### config.mk
export PLATFORM = sky130hd
export DESIGN_NAME = process_slot_table_top_flat
export DESIGN_NICKNAME = d
export VERILOG_FILES = /design/src/pst_pkg.sv /design/src/pst_if.sv /design/src/process_slot_table_top.sv /design/src/flat_wrapper.sv
export SDC_FILE = /design/constraint.sdc
export NUM_CORES = 1
export LEC_CHECK = 0
export ABC_AREA = 1
export ABC_CLOCK_PERIOD_IN_PS = 12000
export BUFFER_PORTS_ARGS = -buffer_cell sky130_fd_sc_hd__buf_2
export CORE_AREA = 4 4 193 195
export CTS_BUF_LIST = sky130_fd_sc_hd__clkbuf_2 sky130_fd_sc_hd__clkbuf_4 sky130_fd_sc_hd__clkbuf_8
export DETAILED_ROUTE_END_ITERATION = 8
export DIE_AREA = 0 0 197 199
export PLACE_DENSITY_LB_ADDON = 0.08
export SYNTH_ARGS = -nofsm -noshare
export SYNTH_HDL_FRONTEND = slang
export SYNTH_SLANG_ARGS = --single-unit
### constraint.sdc
create_clock -name clock -period 12 [get_ports clock]
set_clock_uncertainty 0.05 [all_clocks]
set_input_delay 1.8 -clock clock [delete_from_list [all_inputs] [get_ports clock]]
set_output_delay 1.8 -clock clock [all_outputs]
set_load 0.005 [all_outputs]
### src/pst_pkg.sv
// Package for the process slot table: table sizes, field widths, op and status codes.
// No dependencies; every other file refers to it by scoped names.
package pst_pkg;

   localparam int ENTRIES     = 16;
   localparam int ID_BITS     = 16;
   localparam int IDX_BITS    = $clog2(ENTRIES);
   localparam int OP_BITS     = 2;
   localparam int PID_BITS    = 16;
   localparam int STATUS_BITS = 2;
   localparam int SLOT_BITS   = 4;

   localparam logic [OP_BITS-1:0] OP_INSERT = 2'd0;
   localparam logic [OP_BITS-1:0] OP_FIND   = 2'd1;
   localparam logic [OP_BITS-1:0] OP_REMOVE = 2'd2;

   localparam logic [STATUS_BITS-1:0] ST_OK        = 2'd0;
   localparam logic [STATUS_BITS-1:0] ST_FULL      = 2'd1;
   localparam logic [STATUS_BITS-1:0] ST_NOT_FOUND = 2'd2;

endpackage

### src/pst_if.sv
// Valid/ready channel interfaces for the process slot table request and response.
// Depends on pst_pkg for field widths.
interface pst_req_if;
   logic                         valid;
   logic                         ready;
   logic [pst_pkg::OP_BITS-1:0]  op;
   logic [pst_pkg::PID_BITS-1:0] proc_id;
   logic [pst_pkg::PID_BITS-1:0] parent_ident;

   modport source (output valid, output op, output proc_id, output parent_ident,
                   input ready);
   modport sink   (input valid, input op, input proc_id, input parent_ident,
                   output ready);
endinterface

interface pst_rsp_if;
   logic                            valid;
   logic                            ready;
   logic [pst_pkg::STATUS_BITS-1:0] status;
   logic [pst_pkg::SLOT_BITS-1:0]   slot;
   logic [pst_pkg::PID_BITS-1:0]    found_parent;

   modport source (output valid, output status, output slot, output found_parent,
                   input ready);
   modport sink   (input valid, input status, input slot, input found_parent,
                   output ready);
endinterface

### src/process_slot_table_top.sv
// Process slot table: insert into lowest free slot, find or remove by id.
// Depends on pst_pkg and the channel interfaces in pst_if.sv.
//
// channel  dir  payload                         transaction
// req      in   op, proc_id, parent_ident       valid && ready
// rsp      out  status, slot, found_parent      valid && ready
//
// A request is accepted, then scanned one slot per cycle through a single compare unit
// until the first hit (an unknown op skips the scan), then committed.
// Reset clears the used marks and control state; id and parent stores are not reset.
// The response sits in an output register; a stalled rsp holds the commit step
// but req is taken again as soon as the sequencer is idle.
module process_slot_table_top (
   input logic clock,
   input logic reset,
   pst_req_if.sink   req,
   pst_rsp_if.source rsp
);

   typedef enum logic [1:0] {S_IDLE, S_SCAN, S_DONE} state_type;

   state_type                       state_ff, state_in;
   logic [pst_pkg::OP_BITS-1:0]     op_ff, op_in;
   logic [pst_pkg::ID_BITS-1:0]     key_ff, key_in;
   logic [pst_pkg::PID_BITS-1:0]    par_ff, par_in;
   logic [pst_pkg::IDX_BITS-1:0]    idx_ff, idx_in;
   logic                            hit_ff, hit_in;
   logic [pst_pkg::PID_BITS-1:0]    hit_par_ff, hit_par_in;
   logic [pst_pkg::ENTRIES-1:0]     used_ff, used_in;
   logic                            rsp_valid_ff, rsp_valid_in;
   logic [pst_pkg::STATUS_BITS-1:0] rsp_status_ff, rsp_status_in;
   logic [pst_pkg::SLOT_BITS-1:0]   rsp_slot_ff, rsp_slot_in;
   logic [pst_pkg::PID_BITS-1:0]    rsp_par_ff, rsp_par_in;

   logic [pst_pkg::ID_BITS-1:0]  id_ff  [pst_pkg::ENTRIES];
   logic [pst_pkg::PID_BITS-1:0] pid_ff [pst_pkg::ENTRIES];

   logic cur_used, match, out_free, commit, is_insert, last;

   assign is_insert = (op_ff == pst_pkg::OP_INSERT);
   assign cur_used  = used_ff[idx_ff];
   assign match     = is_insert ? !cur_used : (cur_used && id_ff[idx_ff] == key_ff);
   assign last      = (idx_ff == pst_pkg::IDX_BITS'(pst_pkg::ENTRIES - 1));
   assign out_free  = !rsp_valid_ff || rsp.ready;
   assign commit    = (state_ff == S_DONE) && out_free;

   assign req.ready        = (state_ff == S_IDLE);
   assign rsp.valid        = rsp_valid_ff;
   assign rsp.status       = rsp_status_ff;
   assign rsp.slot         = rsp_slot_ff;
   assign rsp.found_parent = rsp_par_ff;

   always_comb begin
      state_in      = state_ff;
      op_in         = op_ff;
      key_in        = key_ff;
      par_in        = par_ff;
      idx_in        = idx_ff;
      hit_in        = hit_ff;
      hit_par_in    = hit_par_ff;
      used_in       = used_ff;
      rsp_valid_in  = rsp_valid_ff && !rsp.ready;
      rsp_status_in = rsp_status_ff;
      rsp_slot_in   = rsp_slot_ff;
      rsp_par_in    = rsp_par_ff;
      unique case (state_ff)
         S_IDLE: begin
            if (req.valid) begin
               op_in  = req.op;
               key_in = pst_pkg::ID_BITS'(req.proc_id);
               par_in = req.parent_ident;
               idx_in = '0;
               hit_in = 1'b0;
               if (req.op == pst_pkg::OP_INSERT || req.op == pst_pkg::OP_FIND ||
                   req.op == pst_pkg::OP_REMOVE) begin
                  state_in = S_SCAN;
               end else begin
                  state_in = S_DONE;
               end
            end
         end
         S_SCAN: begin
            if (match) begin
               hit_in     = 1'b1;
               hit_par_in = pid_ff[idx_ff];
               state_in   = S_DONE;
            end else if (last) begin
               state_in = S_DONE;
            end else begin
               idx_in = idx_ff + 1'b1;
            end
         end
         S_DONE: begin
            if (out_free) begin
               rsp_valid_in = 1'b1;
               if (hit_ff) begin
                  rsp_status_in = pst_pkg::ST_OK;
                  rsp_slot_in   = pst_pkg::SLOT_BITS'(idx_ff);
                  rsp_par_in    = is_insert ? '0 : hit_par_ff;
                  if (is_insert) begin
                     used_in[idx_ff] = 1'b1;
                  end else if (op_ff == pst_pkg::OP_REMOVE) begin
                     used_in[idx_ff] = 1'b0;
                  end
               end else begin
                  rsp_status_in = is_insert ? pst_pkg::ST_FULL : pst_pkg::ST_NOT_FOUND;
                  rsp_slot_in   = '0;
                  rsp_par_in    = '0;
               end
               state_in = S_IDLE;
            end
         end
         default: state_in = S_IDLE;
      endcase
   end

   always_ff @(posedge clock) begin
      if (reset) begin
         state_ff     <= S_IDLE;
         used_ff      <= '0;
         rsp_valid_ff <= 1'b0;
         hit_ff       <= 1'b0;
      end else begin
         state_ff     <= state_in;
         used_ff      <= used_in;
         rsp_valid_ff <= rsp_valid_in;
         hit_ff       <= hit_in;
      end
      op_ff         <= op_in;
      key_ff        <= key_in;
      par_ff        <= par_in;
      idx_ff        <= idx_in;
      hit_par_ff    <= hit_par_in;
      rsp_status_ff <= rsp_status_in;
      rsp_slot_ff   <= rsp_slot_in;
      rsp_par_ff    <= rsp_par_in;
   end

   always_ff @(posedge clock) begin
      if (commit && hit_ff && is_insert) begin
         id_ff[idx_ff]  <= key_ff;
         pid_ff[idx_ff] <= par_ff;
      end
   end

   // full status only when every slot is taken
   a_full_only_when_full: assert property (@(posedge clock) disable iff (reset)
      commit && is_insert && !hit_ff |-> &used_ff)
      else $error("insert reported full with a free slot");

   // find/remove hit lands on a used slot
   a_hit_is_used: assert property (@(posedge clock) disable iff (reset)
      commit && hit_ff && !is_insert |-> used_ff[idx_ff])
      else $error("lookup hit on a free slot");

   // insert marks its slot used
   a_insert_marks: assert property (@(posedge clock) disable iff (reset)
      commit && hit_ff && is_insert |=> used_ff[$past(idx_ff)])
      else $error("inserted slot not marked used");

   // failed responses carry zero slot and parent
   a_fail_zero: assert property (@(posedge clock) disable iff (reset)
      rsp.valid && rsp.status != pst_pkg::ST_OK |-> rsp.slot == '0 && rsp.found_parent == '0)
      else $error("failed response with nonzero payload");

endmodule

### src/flat_wrapper.sv
// flat-port wrapper written by rule: the top's interface ports become plain ports
module process_slot_table_top_flat 
  (clock, reset, req_valid, req_op, req_proc_id, req_parent_ident, req_ready, rsp_valid, rsp_status, rsp_slot, rsp_found_parent, rsp_ready);
  pst_req_if req_i ();
  pst_rsp_if rsp_i ();
  input logic clock;
  input logic reset;
  input wire logic [$bits(req_i.valid)-1:0] req_valid;
  input wire logic [$bits(req_i.op)-1:0] req_op;
  input wire logic [$bits(req_i.proc_id)-1:0] req_proc_id;
  input wire logic [$bits(req_i.parent_ident)-1:0] req_parent_ident;
  output wire logic [$bits(req_i.ready)-1:0] req_ready;
  output wire logic [$bits(rsp_i.valid)-1:0] rsp_valid;
  output wire logic [$bits(rsp_i.status)-1:0] rsp_status;
  output wire logic [$bits(rsp_i.slot)-1:0] rsp_slot;
  output wire logic [$bits(rsp_i.found_parent)-1:0] rsp_found_parent;
  input wire logic [$bits(rsp_i.ready)-1:0] rsp_ready;
  assign req_i.valid = req_valid;
  assign req_i.op = req_op;
  assign req_i.proc_id = req_proc_id;
  assign req_i.parent_ident = req_parent_ident;
  assign req_ready = req_i.ready;
  assign rsp_valid = rsp_i.valid;
  assign rsp_status = rsp_i.status;
  assign rsp_slot = rsp_i.slot;
  assign rsp_found_parent = rsp_i.found_parent;
  assign rsp_i.ready = rsp_ready;
  process_slot_table_top u_core (.clock(clock), .reset(reset), .req(req_i), .rsp(rsp_i));
endmodule
==> impl_metrics.ini, run 1 <==
[floorplanning]
io_pins = 62
fp-row-count = 69
die_height_um = 199
dieArea_mm2 = 0.0392
core_mm2 = 0.0354
chipWidth_um = 197
initial_core_util_pct = 69.2

[finish]
layout_commonest_cell = edfxtp_1
layout-drive-gt1-share_pct = 11.8
final_cell_mix = edfxtp_1, nand2_1, nor2_1
area_growth_pct = 9.71
finalNetCount = 2158
diodes = 0

[clocking]
cts_resized = 0
worstSkewPairLatency_ns = 0.67
cts_hold_buf = 0
clkTransAtPathRegs_ns = 0.06
clock_sinks = 612
numCtsBuffers = 93
cts_setup_buffers = 0
cts_tree = done
cts.path.max_buffers = 3
htree_levels = 3
cts_root_buf = clkbuf_8

[job]
drv_cap = 0

[status]
status = finished, final reports clean

[placed_design]
post-dp-hpwl_um = 31100
place_ws_ns = 7.39
gp_congestion = 0.850
portBuffers = 61

[detailed_routing]
vias = 15600
firstDrtPassIters = 5
drc_errors = 0
ant_nets = 0
routed_wl_um = 55900
via_per_inst = 5.90
routedWlPerCell_um = 21.1
drt_iter0_drc = 1553

[global_routing]
track_usage_pct = 29.0
grt_max_degree = 106
grt_pass1_vias = 15800
antenna_found_initial = 0
overflow = 0
grt_pass1_wl_um = 86600

[yosys]
netlist_instances = 2054
yosysTopAreaCellShare_pct = 72.1
synth_cell_types = 29
synth_area_leader_cell = edfxtp_1
ys_seq_elements = 612
ys_seq_area_share_pct = 74.0
synth.area.top_cells = edfxtp_1, nand2_1, nor2_1
synthesis.area_mm2 = 0.0245
syn_avg_cell_area_um2 = 11.9
yosys_warnings = 0
synth_fp_nets = 2096

[timing]
tns_ns = 0
rsz0062_at_grt = no
min_period_over_period_pct = 35.6
hold_viol = 0
fin_ws_ns = 7.73
finalCriticalPeriod_ns = 4.27
slew_viol_final = 0
timing.fmax_mhz = 234
relSlewSlack_pct = 12.3
tightest_slew_ns = 1.31
setup_viol = 0

[min_path]
worstHoldPathCells = 2
min_path_type = register to register

[critical_path]
crit_fanout = 69
cp.arrival_ns = 4.50
cp-start-kind = register
ff2ff_path_depth = 16
r2r_setup_slack_ns = 7.73
criticalPathCategory = register to register
setup.worst_path.end_class = register
crit_required_ns = 12.23
rr_endpoint = u_core.hit_par_ff[12]$_DFFE_PP_

[power_and_ir_drop]
leakage_nw = 9.84
power_density_mw_per_mm2 = 208
peakVddDrop_mv = 0.232
## sequential cells by signal (all words and copies together), names as in the netlist, named ones only
signal / cells
u_core.idx_ff: 4
u_core.rsp.slot: 4
u_core.hit_ff: 1
u_core.rsp.found_parent: 16
u_core.hit_par_ff: 16
u_core.id_ff: 256
u_core.rsp.status: 2
u_core.rsp.valid: 1
u_core.par_ff: 16
u_core.pid_ff: 256
u_core.state_ff: 2
u_core.op_ff: 2
u_core.key_ff: 16
## synth_stat cells (all sizes together)
library cell  number
edfxtp           588
nand2            453
nor2             250
o21ai            176
inv              169
nand3            144
o22ai             64
clkbuf            61
buf               50
a21oi             26
dfxtp             24
o211ai            20
nand4             17
ha                 4
nand3b             2
nor3               2
clkinv             1
nor4               1
o21a               1
o221ai             1
## through the flow
stage,hold WS [ns],total power [mW],utilization [%],instance area (um2),cells
floorplan,0.390,3.57,-,24500,2054
global placement,0.406,3.93,70.9,25100,2482
detailed placement,0.410,3.97,70.9,25100,2482
CTS,0.419,5.60,75.9,26900,2648
global route,0.439,5.87,75.9,26900,2648
finish,0.423,5.59,75.9,26900,2648
## per-layer routing
layer | GRT usage, % | up-vias | wire length, um | part of all wire [%]
met1 | 37.8 | 7507 | 21500 | 38
met5 | 0 | - | 0 | 0
met2 | 48.7 | 701 | 27800 | 50
met3 | 4.67 | 168 | 4170 | 7.5
met4 | 13.6 | 0 | 2380 | 4.3
li1 | - | 7241 | - | -
## report_power, final
group	total [mW]	internal [mW]	switching, mW
registers	2.60	2.47	0.130
logic	1.34	0.383	0.957
clock network	1.65	0.872	0.775
total	5.59	3.73	1.86
## critical path, stage by stage (launching register included)
cell and delay (ns):
dfxtp_4 0.47, inv_4 0.44, buf_4 0.70, nand2_1 0.13
nand2_1 0.10, nand2_1 0.08, nand3_1 0.11, nand3_1 0.15
nand3_1 0.15, nand2_1 0.07, nor2_1 0.10, nand2_1 0.12
nor2_1 0.10, nand3_1 0.18, nand2_2 0.13, nand2_4 0.09
inv_1 0.63
## final cells by class
| type | instances | area [um2] |
|---|---|---|
| Timing Repair Buffer | 78 | 433 |
| Clock inverter | 36 | 213 |
| Fill cell | 2261 | 8520 |
| Sequential cell | 612 | 18100 |
| Inverter | 170 | 642 |
| Multi-Input combinational cell | 1161 | 5300 |
| Tap cell | 461 | 577 |
| Clock buffer | 130 | 1580 |
## logic make-up after synthesis
group / share of synthesized area [%]
adder cells (fa/ha/maj): 0.204
buffers and inverters: 4.88
AND/OR/NAND/NOR: 14.3
flip-flops: 74.0
AO/OA/AOI/OAI: 6.54
## worst max path at each step
stage,startpoint,to,depth (start not counted)
after floorplan,rsp_ready,u_core.id_ff[15][0]$_DFFE_PP_,4
after global placement,rsp_ready,u_core.id_ff[5][5]$_DFFE_PP_,7
after detailed placement,rsp_ready,u_core.id_ff[5][5]$_DFFE_PP_,7
after CTS,register,u_core.hit_par_ff[12]$_DFFE_PP_,16
after global routing,u_core.idx_ff[0]$_DFFE_PP_,u_core.hit_par_ff[12]$_DFFE_PP_,18
final,register,u_core.hit_par_ff[12]$_DFFE_PP_,16
No activity file was read; power rests on OpenSTA's default activity.
==> run 2, diff against run 1 <==
Settings changed: ABC_CLOCK_PERIOD_IN_PS 12000 to 3900, CORE_AREA 4 4 193 195 to 4 4 211 213, DIE_AREA 0 0 197 199 to 0 0 215 217.
Clock period 12 ns to 3.9 ns, I/O delays scaled along.
==> run 2 against run 1 <==
Sequential share of layout area fell by 2.1 points; die area rose by 19%; combinational power rose to 3.1 times the previous value; largest power group unchanged; largest cell class unchanged; cell count rose by 6.1%; critical endpoint is now u_core.hit_par_ff[8]$_DFFE_PP_; global-route usage fell by 4.2 points; critical path depth rose by 1; final area rose by 3.3%.
==> impl_metrics.ini, run 2 (synthesized netlist as in run 1, its figures left out) <==
[timing]
tns_ns = 0
hold_slack_ns = 0.0456
hold_viol = 0
timing.fmax_mhz = 304
finalCriticalPeriod_ns = 3.29
rsz0062_at_grt = no
relSlewSlack_pct = 34.6
min_period_over_period_pct = 84.3
tightest_slew_ns = 0.981
slew_viol_final = 0
setup_viol = 0

[critical_path]
ff2ff_path_depth = 17
criticalPathCategory = register to register
crit_buf_inv = 5
rr_endpoint = u_core.hit_par_ff[8]$_DFFE_PP_
cp-start-kind = register
path_cells = inv_4 > buf_12 > buf_4 > o21ai_0 > nand3_1 > nand3_1 > nand2_1 > nand2_1 > nand2_1 > nor2_1 > nand2_1 > nor2_1 > nand3_1 > nand2_2 > nand2_4 > inv_1 > buf_4
setup.worst_path.end_class = register
cp.arrival_ns = 3.59
crit_path_top_delay_cell = dfxtp_4
cpMostUsedCell = nand2_1
crit_required_ns = 4.20
critPathMaxStageDelay_ns = 0.50
cp_top_family = simple AND/OR/NAND/NOR gates
crit_fanout = 69
r2r_setup_slack_ns = 0.61

[floorplanning]
die_height_um = 217
initial_core_util_pct = 57.4
chipWidth_um = 215
fp-row-count = 76
dieArea_mm2 = 0.0467
core_mm2 = 0.0427
io_pins = 62

[min_path]
min_path_type = input pin to register
hold_path.startpoint = req_proc_id[3]
worstHoldPathCells = 1
hold_end = u_core.key_ff[3]$_DFFE_PP_

[detailed_routing]
drt_iter0_drc = 1185
drc_errors = 0
routed_wl_um = 57200
via_per_inst = 5.58
routedWlPerCell_um = 20.3
vias = 15700
firstDrtPassIters = 5
ant_nets = 0

[placed_design]
portBuffers = 61
gp_congestion = 0.826
post-dp-hpwl_um = 31300

[clocking]
cts_root_buf = clkbuf_8
clock_sinks = 612
cts_tree = done
cts_hold_buf = 22
worstSkewPairLatency_ns = 0.68
cts_setup_buffers = 0
cts_resized = 0
clkTransAtPathRegs_ns = 0.06
cts.path.max_buffers = 3
numCtsBuffers = 99
htree_levels = 3

[finish]
finalNetCount = 2228
final_cell_mix = edfxtp_1, nand2_1, nor2_1
diodes = 0
top_regs = u_core.id_ff (256), u_core.pid_ff (256)
area_growth_pct = 13.3
layout_commonest_cell = edfxtp_1
layout-drive-gt1-share_pct = 13.6

[status]
status = finished, final reports clean

[power_and_ir_drop]
peakVddDrop_mv = 0.383
leakage_nw = 10.2
power_density_mw_per_mm2 = 622

[global_routing]
grt_pass1_vias = 15700
grt_pass1_wl_um = 89500
grt_max_degree = 99
overflow = 0
antenna_found_initial = 0
track_usage_pct = 24.8

[job]
drv_cap = 0
[run 2: cell types whose count changed in the layout (fill, tap and decap cells not counted)]
cell	before	now
dlygate4sd3_1	0	22
clkinv_2	10	8
buf_4	17	46
clkbuf_8	96	102
buf_12	0	13
clkinvlp_4	4	3
clkinv_1	19	26
clkbuf_4	34	39
bufinv_16	1	0
clkinv_8	1	0
inv_1	166	165
[run 2: layer usage]
layer | track usage [%] | up-vias | wire length [um]
li1 | - | 7411 | -
met1 | 33.3 | 7609 | 24300
met2 | 40.9 | 534 | 27500
met3 | 4.69 | 114 | 3530
met4 | 9.23 | 0 | 1840
met5 | 0 | - | 0
[run 2: area by class of cell]
class,instances,area [um2]
sequential,612,18100
fill,3272,14900
multi-input combinational,1161,5300
clock buffer,141,1700
timing repair buffer,142,1130
tap,546,683
inverter,170,642
clock inverter,37,171
[run 2: power by group]
| group | switching, mW | total [mW] | internal [mW] |
|---|---|---|---|
| sequential | 0.255 | 7.86 | 7.60 |
| clock | 2.41 | 5.20 | 2.79 |
| combinational | 2.93 | 4.22 | 1.29 |
[run 2: worst max-delay path by stage]
stage,slack [ns],to,cells past startpoint
3_3_place_gp,0.70,u_core.hit_par_ff[12]$_DFFE_PP_,19
5_1_grt,0.47,u_core.hit_par_ff[13]$_DFFE_PP_,17
2_1_floorplan,0.04,u_core.id_ff[15][0]$_DFFE_PP_,4
3_5_place_dp,0.62,u_core.hit_par_ff[12]$_DFFE_PP_,17
6_report,0.61,u_core.hit_par_ff[8]$_DFFE_PP_,17
4_1_cts,0.61,u_core.hit_par_ff[7]$_DFFE_PP_,17
[run 2: per-stage QoR]
stage / total power [mW] / util, % / instances / setup WS [ns] / instance area [um2]
4_1_cts: 17.4 / 65.0 / 2809 / 0.611 / 27800
3_3_place_gp: 12.1 / 60.1 / 2609 / 0.699 / 25700
5_1_grt: 18.3 / 65.0 / 2809 / 0.473 / 27800
2_1_floorplan: 11.0 / - / 2054 / 0.0414 / 24500
3_5_place_dp: 12.2 / 60.1 / 2609 / 0.622 / 25700
6_report: 17.3 / 65.0 / 2809 / 0.613 / 27800
